File: config.mk
export PLATFORM = sky130hd
export DESIGN_NAME = pipc_ctrl
export DESIGN_NICKNAME = d
export VERILOG_FILES = /design/src/rtl/pipc_pkg.sv /design/src/rtl/pipc_ctrl.sv
export SDC_FILE = /design/constraint.sdc
export NUM_CORES = 1
export LEC_CHECK = 0
export BUFFER_PORTS_ARGS = -buffer_cell sky130_fd_sc_hd__buf_2
export CORE_MARGIN = 2
export CORE_UTILIZATION = 57
export CTS_BUF_LIST = sky130_fd_sc_hd__clkbuf_2 sky130_fd_sc_hd__clkbuf_4 sky130_fd_sc_hd__clkbuf_8
export DETAILED_ROUTE_END_ITERATION = 8
export PLACE_DENSITY = 0.81
export SYNTH_ARGS = -nofsm -noshare
export SYNTH_HDL_FRONTEND = slang
export SYNTH_SLANG_ARGS = --single-unit
File: constraint.sdc
create_clock -name clk -period 4.6 [get_ports clk]
set_input_delay 0.69 -clock clk [delete_from_list [all_inputs] [get_ports clk]]
set_output_delay 0.69 -clock clk [all_outputs]
set_load 0.02 [all_outputs]
File: src/rtl/pipc_pkg.sv
// ----------------------------------------------------------------------------
// pipc_pkg
// Shared constants, types and state encoding for the point-in-polygon
// crossing-number core.
// ----------------------------------------------------------------------------
package pipc_pkg;

    localparam int MAX_VERTICES = 256;
    localparam int COORD_BITS   = 24;
    localparam int COUNT_BITS   = 9;

    localparam int ADDR_BITS    = $clog2(MAX_VERTICES);
    localparam int CNT_BITS     = $clog2(MAX_VERTICES + 1);
    localparam int VERT_BITS    = 2 * COORD_BITS;
    localparam int DIFF_BITS    = COORD_BITS + 1;
    localparam int PROD_BITS    = 2 * DIFF_BITS;

    // Length of the S_DRAIN wait after the closing-edge command, until the crossing count settles
    localparam int DRAIN_CYCLES = 3;
    localparam int DRAIN_BITS   = $clog2(DRAIN_CYCLES);

    localparam logic REQ_LOAD  = 1'b0;
    localparam logic REQ_QUERY = 1'b1;

    typedef enum logic [2:0] {
        S_IDLE,
        S_READ,
        S_CLOSE,
        S_DRAIN,
        S_DONE
    } pipc_state_t;

    typedef struct packed {
        logic                 load_en;
        logic                 query_start;
        logic                 rd_en;
        logic                 rd_first;
        logic [ADDR_BITS-1:0] rd_addr;
        logic                 close_edge;
        logic                 result_load;
    } pipc_cmd_t;

    typedef struct packed {
        logic [CNT_BITS-1:0] vert_count;
        logic                out_busy;
    } pipc_status_t;

endpackage

File: src/rtl/pipc_ctrl.sv
// ----------------------------------------------------------------------------
// pipc_ctrl
// Sequencer: takes transfers, walks the vertex store for a query, drains the
// edge pipeline and hands the result to the output register.
// ----------------------------------------------------------------------------
module pipc_ctrl (
    input  logic                   clk,
    input  logic                   rst_n,
    input  logic                   in_valid,
    input  logic                   req_type,
    input  pipc_pkg::pipc_status_t status,
    output logic                   in_stall,
    output pipc_pkg::pipc_cmd_t    cmd
);
    import pipc_pkg::*;

    pipc_state_t          state_reg, state_next;
    logic [CNT_BITS-1:0]  idx_reg, idx_next;
    logic [DRAIN_BITS-1:0] drain_reg, drain_next;
    logic                 accept;
    logic                 last_read;

    assign in_stall  = (state_reg != S_IDLE);
    assign accept    = in_valid && !in_stall;
    assign last_read = ((idx_reg + CNT_BITS'(1)) == status.vert_count);

    always_ff @(posedge clk or negedge rst_n)
    begin
        if (!rst_n)
        begin
            state_reg <= S_IDLE;
            idx_reg   <= '0;
            drain_reg <= '0;
        end
        else
        begin
            state_reg <= state_next;
            idx_reg   <= idx_next;
            drain_reg <= drain_next;
        end
    end

    always_comb
    begin
        state_next = state_reg;
        idx_next   = idx_reg;
        drain_next = drain_reg;
        cmd        = '0;
        cmd.rd_addr = idx_reg[ADDR_BITS-1:0];

        case (state_reg)
            S_IDLE:
            begin
                if (accept && (req_type == REQ_LOAD))
                begin
                    cmd.load_en = 1'b1;
                end
                else if (accept)
                begin
                    cmd.query_start = 1'b1;
                    idx_next        = '0;
                    // Empty polygon: no edges to walk
                    state_next = (status.vert_count == '0) ? S_DONE : S_READ;
                end
            end
            S_READ:
            begin
                cmd.rd_en    = 1'b1;
                cmd.rd_first = (idx_reg == '0);
                idx_next     = idx_reg + CNT_BITS'(1);
                if (last_read)
                begin
                    state_next = S_CLOSE;
                end
            end
            S_CLOSE:
            begin
                cmd.close_edge = 1'b1;
                drain_next     = '0;
                state_next     = S_DRAIN;
            end
            S_DRAIN:
            begin
                if (drain_reg == DRAIN_BITS'(DRAIN_CYCLES - 1))
                begin
                    state_next = S_DONE;
                end
                else
                begin
                    drain_next = drain_reg + DRAIN_BITS'(1);
                end
            end
            S_DONE:
            begin
                if (!status.out_busy)
                begin
                    cmd.result_load = 1'b1;
                    state_next      = S_IDLE;
                end
            end
            default:
            begin
                state_next = S_IDLE;
            end
        endcase
    end

    // The closing edge always follows the read of the last vertex
    a_close_after_read: assert property (@(posedge clk) disable iff (!rst_n)
        cmd.close_edge |-> $past(cmd.rd_en))
        else $error("closing edge without a preceding vertex read");

    // Never overwrite a result the consumer has not taken
    a_no_result_overrun: assert property (@(posedge clk) disable iff (!rst_n)
        cmd.result_load |-> !status.out_busy)
        else $error("result loaded while output register is stalled");

    // A query walk never overlaps a store write
    a_no_load_during_walk: assert property (@(posedge clk) disable iff (!rst_n)
        cmd.rd_en |-> !cmd.load_en && !accept)
        else $error("load or transfer taken during a query walk");

endmodule

== Word level (Yosys, flattened, before mapping) ==
Index checks and enable logic that the tools add are counted.

* Input bits: 14
* Logic and storage cells: 50
* Register bits after elaboration: 14
* Output and inout bits: 15

* $add $sub $neg: 2
* Equality and inequality tests: 12
* Reduce and logical (&&, ||, !) cells: 12
* Bitwise logic cells: 1
* Mux-type cells: 20

{| class="wikitable"
|+ Operator list
! kind !! number
|-
| logical NOT 9 bit || 2
|-
| 2-to-1 mux 3 bit || 6
|-
| 2-to-1 mux 9 bit || 2
|-
| one-hot mux 9 bit (2 select lines) || 1
|-
| one-hot mux 3 bit (5 select lines) || 1
|-
| != test 2 bit (second input constant) || 6
|-
| adder 9 x 1 -> 9 bit (second input constant) || 1
|-
| equality test 9 bit || 1
|-
| equality test 3 x 2 -> 1 bit (second input constant) || 2
|-
| 2-to-1 mux 1 bit || 6
|-
| 2-to-1 mux 2 bit || 3
|-
| AND reduction 5 bit || 1
|-
| one-hot mux 2 bit (2 select lines) || 1
|-
| nonzero test 2 bit || 2
|-
| equality test 3 x 1 -> 1 bit (second input constant) || 1
|-
| equality test 3 bit (second input constant) || 1
|-
| logical NOT 3 bit || 1
|-
| AND reduction 3 bit || 1
|-
| nonzero test 3 bit || 1
|-
| adder 2 x 1 -> 2 bit (second input constant) || 1
|-
| equality test 2 bit (second input constant) || 1
|-
| logical AND 1 bit || 2
|-
| AND reduction 2 bit || 1
|-
| logical NOT 1 bit || 1
|-
| NOT 1 bit || 1
|}

== Logic depth before layout (Yosys ltp) ==
* Depth after elaboration: 6
* Depth in mapped cells: 7

== Least setup slack after synthesis ==
Ideal clock, no wire load.

* Path type: flip-flop to output port
* Start: register state_reg[1]
* End: output port cmd[13] (netlist name)
* Path buffers: 1
* Setup slack: 2.325 ns
* Stages on the path, launching flop included: 4
* Arrival: 1.585 ns
* Cells stage by stage: dfrtp_1 clkbuf_1 or3_1 nor3b_1

{| class="wikitable"
|+ RTL lines
! element !! RTL line !! text
|-
| start, declared || pipc_ctrl.sv:17 || <nowiki>pipc_state_t state_reg, state_next;</nowiki>
|-
| start signal, assigned || pipc_ctrl.sv:37 || <nowiki>state_reg <= state_next;</nowiki>
|-
| end, declared || pipc_ctrl.sv:13 || <nowiki>output pipc_pkg::pipc_cmd_t cmd</nowiki>
|}

==> reports/metrics.cfg <==
[drt]
vias=1063
drt-pass1-iter-count=5
drc=0
drt-initial-drc-count=47
met1_length_mm=1.126
met3_length_um=198
drt-total-wl_mm=2.487
drtAntennaViolNets=0
dr_wl_met2_mm=1.112
vias_per_cell=5.939
top_layer_used=met4
wl_per_cell_um=13.89

[hold_path]
holdCritPathClass=primary input to asynchronous set/reset pin

[sta]
slew_viol_final=0
setup_viol=0
hold_viol_final=0
worstMarginPinSlew_ns=0.4228
period_share_pct=55.31
slew_headroom_pct=71.75
finalClockSkew_ns=0.003538
setup_tns_ns=0
setup_slack_ns=2.056
rsz0062_at_grt=no
whs_ns=0.2758
max_freq_mhz=393.0
fin_crit_ns=2.544

[worst_setup_path]
critPathMaxFanout=14
critPathCaptureType=primary output
critPathRequiredTime_ns=3.91
cp-startpoint=state_reg[1]$_DFFE_PN0P_
r2r_end=state_reg[0]$_DFFE_PN0P_
cp.arrival_ns=1.85
r2r_start=idx_reg[0]$_DFFE_PN0P_
r2r_slack_ns=2.53
r2r_cells=6
startpoint_type=flop
cp-endpoint=cmd[10]
critical_path_class=flop to primary output

[die]
row_count=16
fp.dieW_um=48.60
initial_core_util_pct=58.98
dieArea_mm2=0.002361
core_region_area_mm2=0.001922
die_h_um=48.60
ios=29

[yosys]
synth_nets=151
ys_seq_area_share_pct=30.91
ys_warn_count=0
syn_area_per_cell_um2=8.460
yosysTopAreaCell=dfrtp_1
postSynthCellCount=134
synth_top_area_share_pct=30.91
synth_seq_cells=14
yosys-top-cells-area=dfrtp_1 31%, xnor2_1 7.0%, buf_4 5.3%
netlist_area_mm2=0.001134
synth_cell_types=40

[cts]
clock_sinks=14
tritoncts=yes
h-tree-depth=1
cts_hold_buf=0
cts_resized=0
cts_buffer_depth=2
cts_buffers=3
root_buffer=clkbuf_4
clock_latency_ns=0.29
cts_setup_buffers=0
clkSlewWorstSetupHoldPaths_ns=0.09

[finish]
postLayoutCoreUtil_pct=65.43
post-route-cell-area_mm2=0.001257
seqCellArea_um2=350.3
largest_register_ffs=9
fillers=172
multi_input_area_um2=681.9
nNetsFinal=170
fin_cells=179
drive_gt1_share_pct=24.34
antenna_cells=0
syn2layout_area_growth_pct=10.93

[placed_design]
routabilityCongestion=0.8570
place_area_mm2=0.001221
io_buffers=28
placed_cells=175
place_hpwl_mm=1.914
post-place-ws_ns=2.433

[global_route]
grt_pass1_vias=920
grt_first_pass_wirelength_mm=4.209
antenna_found_initial=0
gr-usage-all-layers_pct=23.28
grt_max_degree=15
overflow=0

[pwr]
vdd_drop_max_mv=0.3644
p_leak_nw=0.5535
power_mw=0.8514
p_per_area_mw_per_mm2=677.1

[run]
maxCapViolations=0

[outcome]
status=finished, final reports clean

==> layout by cell type (no fill, tap or decap), drive strengths merged, types with 3 or more instances in the layout <==
master / synthesis / routed
buf: 11 / 28
nand2b: 3 / 3
nor4: 3 / 3
nor2: 9 / 9
nand2: 15 / 15
xor2: 4 / 4
clkbuf: 3 / 4
xnor2: 9 / 9
a21o: 5 / 5
inv: 4 / 4
and3: 3 / 3
o31ai: 5 / 5
nand3: 5 / 5
dfrtp: 14 / 14
ha: 3 / 3
a22o: 3 / 3
o21ai: 9 / 9
==> layout make-up <==
type / count / share of cell area (%)
well taps: 27 / 2.687
inverters: 4 / 1.194
flip-flops and latches: 14 / 27.86
repair buffers: 28 / 11.14
multi-input cells: 102 / 54.23
clock buffers: 4 / 2.886
==> how the worst min path moves through the flow <==
stage                      startpoint                  endpoint  slack (ns)  cells after the start
2_1_floorplan                   rst_n  drain_reg[0]$_DFFE_PN0P_        0.39                      0
3_3_place_gp   idx_reg[8]$_DFFE_PN0P_    idx_reg[8]$_DFFE_PN0P_        0.52                      1
3_5_place_dp   idx_reg[8]$_DFFE_PN0P_    idx_reg[8]$_DFFE_PN0P_        0.53                      1
4_1_cts                         rst_n    idx_reg[7]$_DFFE_PN0P_        0.29                      1
5_1_grt                         rst_n  drain_reg[1]$_DFFE_PN0P_        0.30                      1
6_report                        rst_n    idx_reg[7]$_DFFE_PN0P_        0.28                      1
==> cells in the mapped netlist, drive strengths merged <==
library cell	instances
or3b	1
a2bb2oi	1
a221oi	1
o211ai	2
dfrtp	14
nand4	1
and3	3
or2	1
inv	4
o31ai	5
buf	11
clkbuf	3
a21oi	2
a31oi	2
xnor2	9
nand2b	3
nor4b	2
nand2	15
a2111oi	1
and4	1
o41ai	1
o32ai	1
nor2	9
a22o	3
or3	2
nor4	3
nor3b	2
nor3	2
xor2	4
a21o	5
a22oi	2
ha	3
o21ai	9
nand3	5
and2	1
==> worst max-delay path, stage by stage (launching register included) <==
cell and delay, ns:
dfrtp_1 0.47, nor2_1 0.19, nand2_1 0.29, inv_1 0.28, and3_1 0.18, buf_2 0.15
==> layer usage <==
layer	GRT usage (%)	up-vias
li1	-	513
met1	32.34	492
met3	4.012	7
met4	10.95	0
met5	0	-
met2	35.42	51
==> logic make-up after synthesis <==
kind of cell | count (synthesis) | synth area share, %
fa+ha+maj | 3 | 3.312
compound gates | 35 | 23.07
flops | 14 | 30.91
simple gates | 51 | 23.73
xor+xnor | 13 | 10.04
buf+inv | 18 | 8.940
==> where the power goes <==
part / switching (mW) / internal, mW
clock: 0.0439 / 0.0483
sequential: 0.0959 / 0.174
combinational: 0.286 / 0.204
Note: power is estimated with default switching activity, not from simulation.
